File: src/design/lcdn_pkg.sv
// ----------------------------------------------------------------------------
// lcdn_pkg
// Shared types, codes and constants for the 4-bit character LCD sequencer.
// ----------------------------------------------------------------------------
package lcdn_pkg;

  // request opcodes
  localparam logic [1:0] OP_COMMAND = 2'd0;
  localparam logic [1:0] OP_DATA    = 2'd1;
  localparam logic [1:0] OP_CURSOR  = 2'd2;
  localparam logic [1:0] OP_INIT    = 2'd3;

  // job kinds after classification
  localparam logic [1:0] KIND_CMD  = 2'd0;
  localparam logic [1:0] KIND_DATA = 2'd1;
  localparam logic [1:0] KIND_INIT = 2'd2;

  // configuration register indexes
  localparam logic [2:0] CFG_STROBE_SETTLE = 3'd0;
  localparam logic [2:0] CFG_COMMAND_WAIT  = 3'd1;
  localparam logic [2:0] CFG_DATA_WAIT     = 3'd2;
  localparam logic [2:0] CFG_POWER_UP_WAIT = 3'd3;
  localparam logic [2:0] CFG_INIT_LONG     = 3'd4;
  localparam logic [2:0] CFG_INIT_SHORT    = 3'd5;

  // reset values
  localparam logic [9:0]  RST_STROBE_SETTLE = 10'd100;
  localparam logic [13:0] RST_COMMAND_WAIT  = 14'd2000;
  localparam logic [13:0] RST_DATA_WAIT     = 14'd50;
  localparam logic [15:0] RST_POWER_UP_WAIT = 16'd50000;
  localparam logic [13:0] RST_INIT_LONG     = 14'd5000;
  localparam logic [13:0] RST_INIT_SHORT    = 14'd150;

  // cursor base addresses
  localparam logic [7:0] ROW0_BASE = 8'h80;
  localparam logic [7:0] ROW1_BASE = 8'hC0;

  // initialize sequence
  localparam logic [3:0] INIT_NIB_WAKE   = 4'h3;
  localparam logic [3:0] INIT_NIB_4BIT   = 4'h2;
  localparam logic [3:0] INIT_FIRST_BYTE = 4'd5;
  localparam logic [3:0] INIT_LAST_STEP  = 4'd12;

  localparam int QDEPTH = 4;
  localparam int QAW    = $clog2(QDEPTH);

  typedef struct packed {
    logic [1:0] kind;
    logic [7:0] value;
  } job_t;

  typedef struct packed {
    logic [9:0]  strobe_settle;
    logic [13:0] command_wait;
    logic [13:0] data_wait;
    logic [15:0] power_up_wait;
    logic [13:0] init_long;
    logic [13:0] init_short;
  } cfg_t;

  function automatic logic [7:0] init_byte(input logic [1:0] idx);
    logic [7:0] b;
    case (idx)
      2'd0:    b = 8'h28;
      2'd1:    b = 8'h0C;
      2'd2:    b = 8'h06;
      default: b = 8'h01;
    endcase
    return b;
  endfunction

endpackage

File: src/design/char_lcd_nibble_sequencer.sv
// ----------------------------------------------------------------------------
// char_lcd_nibble_sequencer
// 4-bit character LCD sequencer: requests in, enable strobes and waits out.
//
//   channel | direction | handshake          | payload
//   in_     | slave     | tvalid/tready      | tdata: byte_value, row, col; tuser: opcode
//   out_    | master    | tvalid/tready/last | tdata: nibble, wait_us; tuser: strobe, rs
//   cfg_    | write     | cfg_wr_en          | cfg_index, cfg_data
//
// A byte, data or cursor request gives 2 output items, initialize gives 13;
// items go out one per cycle unless the output stalls; a job is taken only when idle.
// A four-entry job queue lets requests be taken while items are still going out.
// Reset is synchronous and active low; registers return to their reset values.
// A stalled output holds the sequencer, which in turn fills the queue.
// ----------------------------------------------------------------------------
module char_lcd_nibble_sequencer (
  input  logic        clk,
  input  logic        rst_n,
  input  logic        in_tvalid,
  output logic        in_tready,
  input  logic [15:0] in_tdata,   // byte_value[7:0], row[8], col[14:9], zero[15]
  input  logic [1:0]  in_tuser,   // opcode[1:0]
  output logic        out_tvalid,
  input  logic        out_tready,
  output logic [23:0] out_tdata,  // nibble[3:0], wait_us[19:4], zero[23:20]
  output logic [1:0]  out_tuser,  // strobe_res[0], reg_select[1]
  output logic        out_tlast,
  input  logic        cfg_wr_en,
  input  logic [2:0]  cfg_index,
  input  logic [15:0] cfg_data
);
  import lcdn_pkg::*;

  cfg_t cfg_r;
  job_t push_job;
  job_t head_job;
  logic q_push;
  logic q_pop;
  logic q_full;
  logic q_not_empty;

  always_ff @(posedge clk) begin
    if (!rst_n) begin
      cfg_r.strobe_settle <= RST_STROBE_SETTLE;
      cfg_r.command_wait  <= RST_COMMAND_WAIT;
      cfg_r.data_wait     <= RST_DATA_WAIT;
      cfg_r.power_up_wait <= RST_POWER_UP_WAIT;
      cfg_r.init_long     <= RST_INIT_LONG;
      cfg_r.init_short    <= RST_INIT_SHORT;
    end else if (cfg_wr_en) begin
      case (cfg_index)
        CFG_STROBE_SETTLE: cfg_r.strobe_settle <= cfg_data[9:0];
        CFG_COMMAND_WAIT:  cfg_r.command_wait  <= cfg_data[13:0];
        CFG_DATA_WAIT:     cfg_r.data_wait     <= cfg_data[13:0];
        CFG_POWER_UP_WAIT: cfg_r.power_up_wait <= cfg_data;
        CFG_INIT_LONG:     cfg_r.init_long     <= cfg_data[13:0];
        CFG_INIT_SHORT:    cfg_r.init_short    <= cfg_data[13:0];
        default: ;
      endcase
    end
  end

  lcdn_front u_front (
    .in_tvalid (in_tvalid),
    .in_tready (in_tready),
    .in_tdata  (in_tdata),
    .in_tuser  (in_tuser),
    .q_full    (q_full),
    .q_push    (q_push),
    .q_job     (push_job)
  );

  lcdn_queue u_queue (
    .clk       (clk),
    .rst_n     (rst_n),
    .push      (q_push),
    .push_job  (push_job),
    .pop       (q_pop),
    .head_job  (head_job),
    .not_empty (q_not_empty),
    .full      (q_full)
  );

  lcdn_back u_back (
    .clk         (clk),
    .rst_n       (rst_n),
    .cfg         (cfg_r),
    .head_job    (head_job),
    .q_not_empty (q_not_empty),
    .q_pop       (q_pop),
    .out_tvalid  (out_tvalid),
    .out_tready  (out_tready),
    .out_tdata   (out_tdata),
    .out_tuser   (out_tuser),
    .out_tlast   (out_tlast)
  );

endmodule

File: src/design/lcdn_front.sv
// ----------------------------------------------------------------------------
// lcdn_front
// Accepts requests and classifies them into byte or initialize jobs.
// ----------------------------------------------------------------------------
module lcdn_front (
  input  logic              in_tvalid,
  output logic              in_tready,
  input  logic [15:0]       in_tdata,   // byte_value[7:0], row[8], col[14:9]
  input  logic [1:0]        in_tuser,   // opcode[1:0]
  input  logic              q_full,
  output logic              q_push,
  output lcdn_pkg::job_t    q_job
);
  import lcdn_pkg::*;

  logic [7:0] byte_value;
  logic       row;
  logic [5:0] col;

  assign byte_value = in_tdata[7:0];
  assign row        = in_tdata[8];
  assign col        = in_tdata[14:9];

  assign in_tready = !q_full;
  assign q_push    = in_tvalid && !q_full;

  always_comb begin
    case (in_tuser)
      OP_COMMAND: begin
        q_job.kind  = KIND_CMD;
        q_job.value = byte_value;
      end
      OP_DATA: begin
        q_job.kind  = KIND_DATA;
        q_job.value = byte_value;
      end
      OP_CURSOR: begin
        q_job.kind  = KIND_CMD;
        q_job.value = (row ? ROW1_BASE : ROW0_BASE) + {2'b00, col};
      end
      default: begin
        q_job.kind  = KIND_INIT;
        q_job.value = 8'h00;
      end
    endcase
  end

endmodule

File: src/design/lcdn_queue.sv
// ----------------------------------------------------------------------------
// lcdn_queue
// Short job queue between the classifier and the nibble sequencer.
// ----------------------------------------------------------------------------
module lcdn_queue (
  input  logic           clk,
  input  logic           rst_n,
  input  logic           push,
  input  lcdn_pkg::job_t push_job,
  input  logic           pop,
  output lcdn_pkg::job_t head_job,
  output logic           not_empty,
  output logic           full
);
  import lcdn_pkg::*;

  job_t             mem_r [QDEPTH];
  logic [QAW-1:0]   wr_ptr_r, wr_ptr_nxt;
  logic [QAW-1:0]   rd_ptr_r, rd_ptr_nxt;
  logic [QAW:0]     count_r, count_nxt;
  logic             do_pop;

  assign full      = (count_r == QAW'(0) + (QAW+1)'(QDEPTH));
  assign not_empty = (count_r != '0);
  assign do_pop    = pop && not_empty;
  assign head_job  = mem_r[rd_ptr_r];

  always_comb begin
    wr_ptr_nxt = push ? wr_ptr_r + 1'b1 : wr_ptr_r;
    rd_ptr_nxt = do_pop ? rd_ptr_r + 1'b1 : rd_ptr_r;
    count_nxt  = count_r;
    if (push && !do_pop) begin
      count_nxt = count_r + 1'b1;
    end else if (!push && do_pop) begin
      count_nxt = count_r - 1'b1;
    end
  end

  always_ff @(posedge clk) begin
    if (push) begin
      mem_r[wr_ptr_r] <= push_job;
    end
  end

  always_ff @(posedge clk) begin
    if (!rst_n) begin
      wr_ptr_r <= '0;
      rd_ptr_r <= '0;
      count_r  <= '0;
    end else begin
      wr_ptr_r <= wr_ptr_nxt;
      rd_ptr_r <= rd_ptr_nxt;
      count_r  <= count_nxt;
    end
  end

endmodule

File: src/design/lcdn_back.sv
// ----------------------------------------------------------------------------
// lcdn_back
// Expands one job at a time into enable strobes and waits, one per cycle unless stalled.
// ----------------------------------------------------------------------------
module lcdn_back (
  input  logic           clk,
  input  logic           rst_n,
  input  lcdn_pkg::cfg_t cfg,
  input  lcdn_pkg::job_t head_job,
  input  logic           q_not_empty,
  output logic           q_pop,
  output logic           out_tvalid,
  input  logic           out_tready,
  output logic [23:0]    out_tdata,  // nibble[3:0], wait_us[19:4], zero[23:20]
  output logic [1:0]     out_tuser,  // strobe_res[0], reg_select[1]
  output logic           out_tlast
);
  import lcdn_pkg::*;

  logic        busy_r;
  logic [3:0]  step_r;
  job_t        job_r;
  logic        out_valid_r;
  logic        strobe_r;
  logic        rs_r;
  logic [3:0]  nib_r;
  logic [15:0] wait_r;
  logic        last_r;

  logic        load;
  logic        advance;
  logic [3:0]  sub;
  logic        is_init;
  logic        lo;
  logic [7:0]  byte_sel;
  logic [14:0] extra;
  logic [15:0] term_a;
  logic [14:0] term_b;
  logic [16:0] wait_sum;
  logic        item_strobe;
  logic        item_rs;
  logic [3:0]  item_nib;
  logic [15:0] item_wait;
  logic        item_last;

  assign load    = !busy_r && q_not_empty;
  assign q_pop   = load;
  assign advance = busy_r && (!out_valid_r || out_tready);

  always_comb begin
    is_init  = (job_r.kind == KIND_INIT);
    sub      = step_r - INIT_FIRST_BYTE;
    byte_sel = is_init ? init_byte(sub[2:1]) : job_r.value;
    lo       = is_init ? sub[0] : step_r[0];
    if (is_init && step_r == INIT_LAST_STEP) begin
      extra = {cfg.command_wait, 1'b0};
    end else if (job_r.kind == KIND_DATA) begin
      extra = {1'b0, cfg.data_wait};
    end else begin
      extra = {1'b0, cfg.command_wait};
    end
    item_strobe = 1'b1;
    item_rs     = (job_r.kind == KIND_DATA);
    term_a      = {6'd0, cfg.strobe_settle};
    term_b      = '0;
    item_last   = 1'b0;
    item_nib    = lo ? byte_sel[3:0] : byte_sel[7:4];
    if (is_init && step_r < INIT_FIRST_BYTE) begin
      item_rs = 1'b0;
      case (step_r)
        4'd0: begin
          item_strobe = 1'b0;
          item_nib    = 4'h0;
          term_a      = cfg.power_up_wait;
        end
        4'd1: begin
          item_nib = INIT_NIB_WAKE;
          term_b   = {1'b0, cfg.init_long};
        end
        4'd2: begin
          item_nib = INIT_NIB_WAKE;
          term_b   = {1'b0, cfg.init_short};
        end
        4'd3: begin
          item_nib = INIT_NIB_WAKE;
        end
        default: begin
          item_nib = INIT_NIB_4BIT;
        end
      endcase
    end else begin
      if (lo) begin
        term_b = extra;
      end
      item_last = lo && (!is_init || step_r == INIT_LAST_STEP);
    end
    wait_sum  = {1'b0, term_a} + {2'b00, term_b};
    item_wait = wait_sum[16] ? 16'hFFFF : wait_sum[15:0];
  end

  always_ff @(posedge clk) begin
    if (load) begin
      job_r <= head_job;
    end
    if (advance) begin
      strobe_r <= item_strobe;
      rs_r     <= item_rs;
      nib_r    <= item_nib;
      wait_r   <= item_wait;
      last_r   <= item_last;
    end
  end

  always_ff @(posedge clk) begin
    if (!rst_n) begin
      busy_r      <= 1'b0;
      step_r      <= '0;
      out_valid_r <= 1'b0;
    end else begin
      if (load) begin
        busy_r <= 1'b1;
        step_r <= '0;
      end else if (advance) begin
        if (item_last) begin
          busy_r <= 1'b0;
        end else begin
          step_r <= step_r + 1'b1;
        end
      end
      if (advance) begin
        out_valid_r <= 1'b1;
      end else if (out_tready) begin
        out_valid_r <= 1'b0;
      end
    end
  end

  assign out_tvalid = out_valid_r;
  assign out_tdata  = {4'h0, wait_r, nib_r};
  assign out_tuser  = {rs_r, strobe_r};
  assign out_tlast  = last_r;

  a_byte_two_steps: assert property (@(posedge clk) disable iff (!rst_n)
    busy_r && job_r.kind != KIND_INIT |-> step_r <= 4'd1)
    else $error("byte job ran past its second nibble");

  a_init_bounded: assert property (@(posedge clk) disable iff (!rst_n)
    busy_r |-> step_r <= INIT_LAST_STEP)
    else $error("step counter ran past the initialize sequence");

  a_last_frees: assert property (@(posedge clk) disable iff (!rst_n)
    advance && item_last |=> !busy_r)
    else $error("sequencer stayed busy after the final item");

  a_no_load_busy: assert property (@(posedge clk) disable iff (!rst_n)
    q_pop |-> !busy_r && q_not_empty)
    else $error("job taken while another was still running");

endmodule
File: config.mk
export PLATFORM = sky130hd
export DESIGN_NAME = char_lcd_nibble_sequencer
export DESIGN_NICKNAME = d
export VERILOG_FILES = /design/src/design/lcdn_pkg.sv /design/src/design/char_lcd_nibble_sequencer.sv /design/src/design/lcdn_front.sv /design/src/design/lcdn_queue.sv /design/src/design/lcdn_back.sv
export SDC_FILE = /design/constraint.sdc
export NUM_CORES = 1
export LEC_CHECK = 0
export BUFFER_PORTS_ARGS = -buffer_cell sky130_fd_sc_hd__buf_4
export CORE_ASPECT_RATIO = 0.6
export CORE_UTILIZATION = 45
export CTS_CLUSTER_SIZE = 16
export DETAILED_ROUTE_END_ITERATION = 16
export PLACE_DENSITY = 0.6
export SLEW_MARGIN = 15
export SYNTH_ARGS = -nofsm -noshare
export SYNTH_HDL_FRONTEND = slang
export SYNTH_SLANG_ARGS = --single-unit
File: constraint.sdc
create_clock -name clk -period 11.1 [get_ports clk]
set_clock_uncertainty 0.15 [all_clocks]
set_input_delay 0 -clock clk [delete_from_list [all_inputs] [get_ports clk]]
set_output_delay 0 -clock clk [all_outputs]
set_load 0.02 [all_outputs]
* After elaboration in Yosys (flattened, before gate mapping)
Memories as Yosys holds them, arrays and structs flattened. A register that Yosys moved wholly into a read port is not among the register bits.
Cells that the tools add are included.
** Storage, ports and cells
- Flip-flop bits (word level) :: 118
- Memories kept :: 1
- RAM bits :: 40
- Word-level logic and storage cells :: 107
- Output and inout bits :: 29
- Bits of input ports :: 42
** Cells by class
- Reduce and logical (&&, ||, !) cells :: 36
- Add/subtract/negate cells :: 8
- Equality and inequality tests :: 16
- Mux-type cells :: 26
- Magnitude comparators :: 1
- Bitwise operators :: 2
** Memory list
- u_queue.mem_r :: depth 4, width 10, rd ports 1, clocked after Yosys merged registers in 1, write ports 1, line lcdn_queue.sv:17 : job_t mem_r [QDEPTH];
** Operator list (number)
- 2-to-1 mux 15 bit :: 3
- 2-to-1 mux 16 bit :: 2
- one-hot mux 10 bit (3 select lines) :: 1
- one-hot mux 14 bit (2 select lines) :: 1
- one-hot mux 6 bit (3 select lines) :: 1
- adder 16 x 15 -> 17 bit :: 1
- AND reduction 2 bit :: 8
- 2-to-1 mux 14 bit :: 1
- 2-to-1 mux 1 bit :: 10
- equality test 3 bit, second input constant :: 3
- logical AND 1 bit :: 9
- adder 8 x 6 -> 8 bit :: 1
- equality test 4 x 2 -> 1 bit, second input constant :: 2
- 2-to-1 mux 4 bit :: 2
- 2-to-1 mux 8 bit :: 1
- nonzero test 2 bit :: 4
- 2-to-1 mux 7 bit :: 1
- equality test 2 x 1 -> 1 bit, second input constant :: 3
- equality test 2 bit, second input constant :: 3
- equality test 3 x 2 -> 1 bit, second input constant :: 2
- logical NOT 1 bit :: 6
- 2-to-1 mux 3 bit :: 2
- adder 2 x 1 -> 2 bit, second input constant :: 2
- adder 4 x 1 -> 4 bit, second input constant :: 1
- other kinds (16) :: 19

* Depth between registers and ports, before layout
- Word-level depth :: 8
- Depth in mapped cells :: 16
- Depth with buffers taken out :: 13

* Modules after synthesis
Synthesis repeated with hierarchy kept, for this count alone.
** Second synthesis, totals
- Cells, all modules :: 760
- Area, all modules :: 8204.1 µm²
** Modules (own cells, without submodules)
- char_lcd_nibble_sequencer :: sequential area each 1641.6 µm², instances 1, area each 3181.8 µm², cells each 304
- lcdn_back :: sequential area each 1111.1 µm², instances 1, area each 2981.6 µm², cells each 346
- lcdn_queue :: sequential area each 1381.3 µm², instances 1, area each 1916.8 µm², cells each 95
- lcdn_front :: sequential area each 0.0 µm², instances 1, area each 123.9 µm², cells each 15

* Least setup slack after synthesis
OpenSTA, ideal clock, no wires.
- Path kind :: register to register
- Start :: register u_back.step_r[0]
- End :: register u_back.wait_r[12], data pin
- Period minus slack after synthesis :: 3.489 ns
- Data required time :: 10.696 ns
- Library setup time :: 0.254 ns
- Setup slack :: 7.611 ns
- Arrival :: 3.085 ns
- Buffers on the path :: 1
- Cell stages (with the launch flop) :: 15
- Path through :: dfxtp_1 > buf_4 > inv_1 > ha_1 > inv_1 > a21o_1 > a21oi_1 > o22ai_1 > ha_1 > fa_1 > nand3_1 > a211oi_1 > o211a_1 > or3_1 > a21o_1
** On the way
- Elaborated cells between the ends (all ways) :: 16
- Classes of those cells :: add/sub (2); order compare (1); eq/ne (3); mux (7); reduce/logical (3)
** RTL lines
- from (decl) :: line lcdn_back.sv:21 : logic [3:0] step_r;
- from (signal assigned) :: line lcdn_back.sv:127 : step_r <= step_r + 1'b1;
- subtractor 3 bit :: line lcdn_back.sv:52 : sub = step_r - INIT_FIRST_BYTE;
- net u_back.sub[0] :: line lcdn_back.sv:32 : logic [3:0] sub;
- 2-to-1 mux 1 bit :: line lcdn_back.sv:54 : lo = is_init ? sub[0] : step_r[0];
- 2-to-1 mux 15 bit :: line lcdn_back.sv:92 : if (lo) begin
- 2-to-1 mux 15 bit :: line lcdn_back.sv:68 : if (is_init && step_r < INIT_FIRST_BYTE) begin
- adder 16 x 15 -> 17 bit :: line lcdn_back.sv:97 : wait_sum = {1'b0, term_a} + {2'b00, term_b};
- to (signal assigned) :: line lcdn_back.sv:109 : wait_r <= item_wait;
- to (decl) :: line lcdn_back.sv:27 : logic [15:0] wait_r;
The timed path passes the listed nets, and every way through them passes these cells.
A chain may end at the register's enable or synchronous reset.

* Final worst setup path
- Start :: register u_back.step_r[0]
- End :: register u_back.wait_r[4], data pin
The elaborated chain is that of the path after synthesis.

==> summary.md <==
| Metric | Value |
|---|---|
| Final setup viols | `0` |
| Share of layout cells above drive strength 1 | `15.4%` |
| Post-DRT Antenna Nets | `0` |
| Number of flops mapped to enable cells by yosys | `73` |
| CP Data Required Time | `11250 ps` |
| Hold_sp | `cfg_index[0]` |
| Drt drc | `0` |
| # Max-Cap Violations | `0` |
| Top FF cell, synth | `dfxtp_1` |
| Power, Total | `2.17 mW` |
| Synth area leaders | `edfxtp_1 (27%), dfxtp_1 (24%), nand2_1 (8.8%)` |
| Post-DP HPWL | `14.3 mm` |
| Hold Crit Class | `in2reg` |
| Grt ovf | `0` |
| Via density | `5.56` |
| Io pins | `71` |
| Sequential share of the synthesized area | `50.8%` |
| Via count | `6255` |
| Outcome | `completed` |
| Overall die height | `106 um` |
| Peak supply drop | `0.111 mV` |
| Ys Warns | `0` |
| Fin crit share | `45.7%` |
| Pwr per Cell Area | `225 mW/mm^2` |
| Initial Utilization | `46.6%` |
| Port-buffer cells | `65` |
| Clock root cell | `clkbuf_16` |
| Mean post-synth cell area | `10.1 sq um` |
| Non-filler cells, final | `1125` |
| Core Region | `0.0173 sq mm` |
| Cells after DPL | `1053` |
| Worst Path Arrival | `5220 ps` |
| Post-synth ARST share | `0%` |
| Die width | `175 um` |
| Worst Setup SP | `u_back.step_r[0]` |
| Max Buffers Root-to-Sink | `2` |
| Global-route wire length before repair | `32.8 mm` |
| Area grow syn2layout | `19.6%` |
| Clk slew on worst S/H paths | `70 ps` |
| Die area | `0.0185 sq mm` |
| Fin util | `55.7%` |
| Synth cell types | `61` |
| CTS sink cnt | `168` |
| RSZ-0062 raised after global routing | `no` |
| Initial antenna violation count | `0` |
| Mapped Area | `0.00806 sq mm` |
| Drt wl/cell | `18.3 um` |
| Drt initial violations | `433` |
| Antenna cell count | `0` |
| Startpoint Class | `flop` |
| Post-CTS Repair Setup Buffers | `0` |
| Final min period | `5070 ps` |
| Critical setup path kind | `reg2reg` |
| FMAX | `197 MHz` |
| Largest net degree at the start of global routing | `93` |
| R2r startpoint | `u_back.step_r[0]` |
| GP Congestion | `0.839` |
| Global Route Usage Sum | `23.4%` |
| Kind of end point of the critical path | `flop` |
| Slew @ Worst Pin | `1260 ps` |
| DR pass1 iterations | `5` |
| Cts bufs inserted | `17` |
| Fillers | `1510` |
| Static Leak | `3.73 nW` |
| Worst-path maximum fanout | `16` |
| Detailed Route WL | `20.6 mm` |
| Final Hold Viols | `0` |
| Final Max Tran Viols | `0` |
| Clock latency on the worst-skew pair | `430 ps` |
| Cell Rows | `37` |
| Nets | `949` |
| Area share of the largest cell type after synthesis | `27.2%` |
| Mapped Cells | `796` |
| TritonCTS clock tree | `yes` |
| Vias in the first global route | `6160` |
| Setup TNS | `0 ps` |
| Synth area leader | `edfxtp_1` |
| Yosys reg bits | `168` |
| H-tree depth | `4` |
| Slew HR | `15.4%` |
layout by cell type, fill, tap and decap left out, types with 10 or more instances in the layout:
master           n
nand2_1        190
dfxtp_1         95
edfxtp_1        73
buf_4           68
a21boi_0        58
dlygate4sd3_1   40
nand3_1         33
a21oi_1         29
ha_1            27
clkbuf_16       19
mux2i_1         18
nor2_1          16
o21ai_0         15
inv_1           14
xnor2_1         14
and2_1          13
mux2_2          11
mux4_2          11
nand2b_1        10
final cells by class:
class | instances | area (sq um) | share of cell area, %
clock buffer | 23 | 524 | 5.44
multi-input combinational | 567 | 3670 | 38.1
clock inverter | 9 | 81.3 | 0.844
timing repair buffer | 108 | 911 | 9.45
sequential | 168 | 4090 | 42.5
inverter | 16 | 60.1 | 0.623
tap | 234 | 293 | 3.04
cells by family (layout without fill, tap and decap cells):
logic type | after synthesis | count (layout) | share of synthesized area [%]
xor+xnor | 18 | 18 | 1.96
compound gates | 172 | 172 | 14.9
simple gates | 304 | 304 | 17.0
flops | 168 | 168 | 50.8
other cells | 1 | 4 | 0.0465
fa+ha+maj | 29 | 29 | 4.69
buf+inv | 64 | 156 | 3.77
mux | 40 | 40 | 6.84
power breakdown:
part	leakage [nW]	switching [mW]	internal, mW	total [mW]
sequential	1.46	0.0562	0.777	0.833
clock	0.304	0.243	0.356	0.599
combinational	1.97	0.431	0.307	0.738
total	3.73	0.730	1.44	2.17
critical path, stage by stage, from the launching register on:
cell       delay [ps]
dfxtp_1           450
inv_1             320
ha_1              280
nand4_1           590
o21ai_1           650
a2bb2oi_1         230
a21oi_1           120
ha_1              430
nand3_1           160
a211oi_1          620
o21ai_1           230
a21oi_2           490
or2_2             200
routing by layer:
metal | GRT usage (%) | wire length, um | part of all wire (%)
met5 | 0 | 0 | 0
met4 | 7.52 | 236 | 1.1
met3 | 4.47 | 1510 | 7.3
met2 | 33.2 | 8590 | 42
met1 | 35.3 | 10300 | 50
per-stage QoR:
step                      setup WS, ps  hold slack (ps)  instance area [sq um]
after CTS                         6200             17.9                   9640
final                             6030             55.9                   9640
after floorplan                   7610            -26.0                   8070
after global routing              5840             46.3                   9640
after detailed placement          6210             77.6                   8630
after global placement            6350             68.2                   8630
timing repair:
item,in CTS,in global routing
hold endpoints to repair,126,0
gates resized for setup,0,0
hold buffers,40,0
cells in the mapped netlist (7+ instances only):
master       n
o21ai_0     15
a2bb2oi_1    7
buf_4        9
nand3_1     33
and2_1      13
and3_1       8
buf_2       11
edfxtp_1    73
a21oi_1     29
mux2i_1     18
a21o_1       7
o22ai_1      8
mux4_2      11
xnor2_1     14
inv_1       14
a22oi_1      8
ha_1        27
dfxtp_1     95
clkbuf_1    25
a21boi_0    58
nor2_1      16
mux2_2      11
nand2b_1    10
nand2_1    190
a22o_1       7
state kept, by name (all words and copies together) (netlist names), 2 cells and up:
| signal | count |
|---|---|
| cfg_r | 82 |
| u_back.job_r | 10 |
| u_back.nib_r | 4 |
| u_back.step_r | 4 |
| u_back.wait_r | 16 |
| u_queue.count_r | 3 |
| u_queue.mem_r | 40 |
| u_queue.rd_ptr_r | 2 |
| u_queue.wr_ptr_r | 2 |
worst paths after layout:
path                       to  slack, ps  cells past startpoint
max          u_back.wait_r[4]       6030                     12
min                 cfg_r[47]         60                      4
max reg2reg  u_back.wait_r[4]       6030                     12
min reg2reg          cfg_r[9]        310                      2
Note: power is estimated with default switching activity, not from simulation.
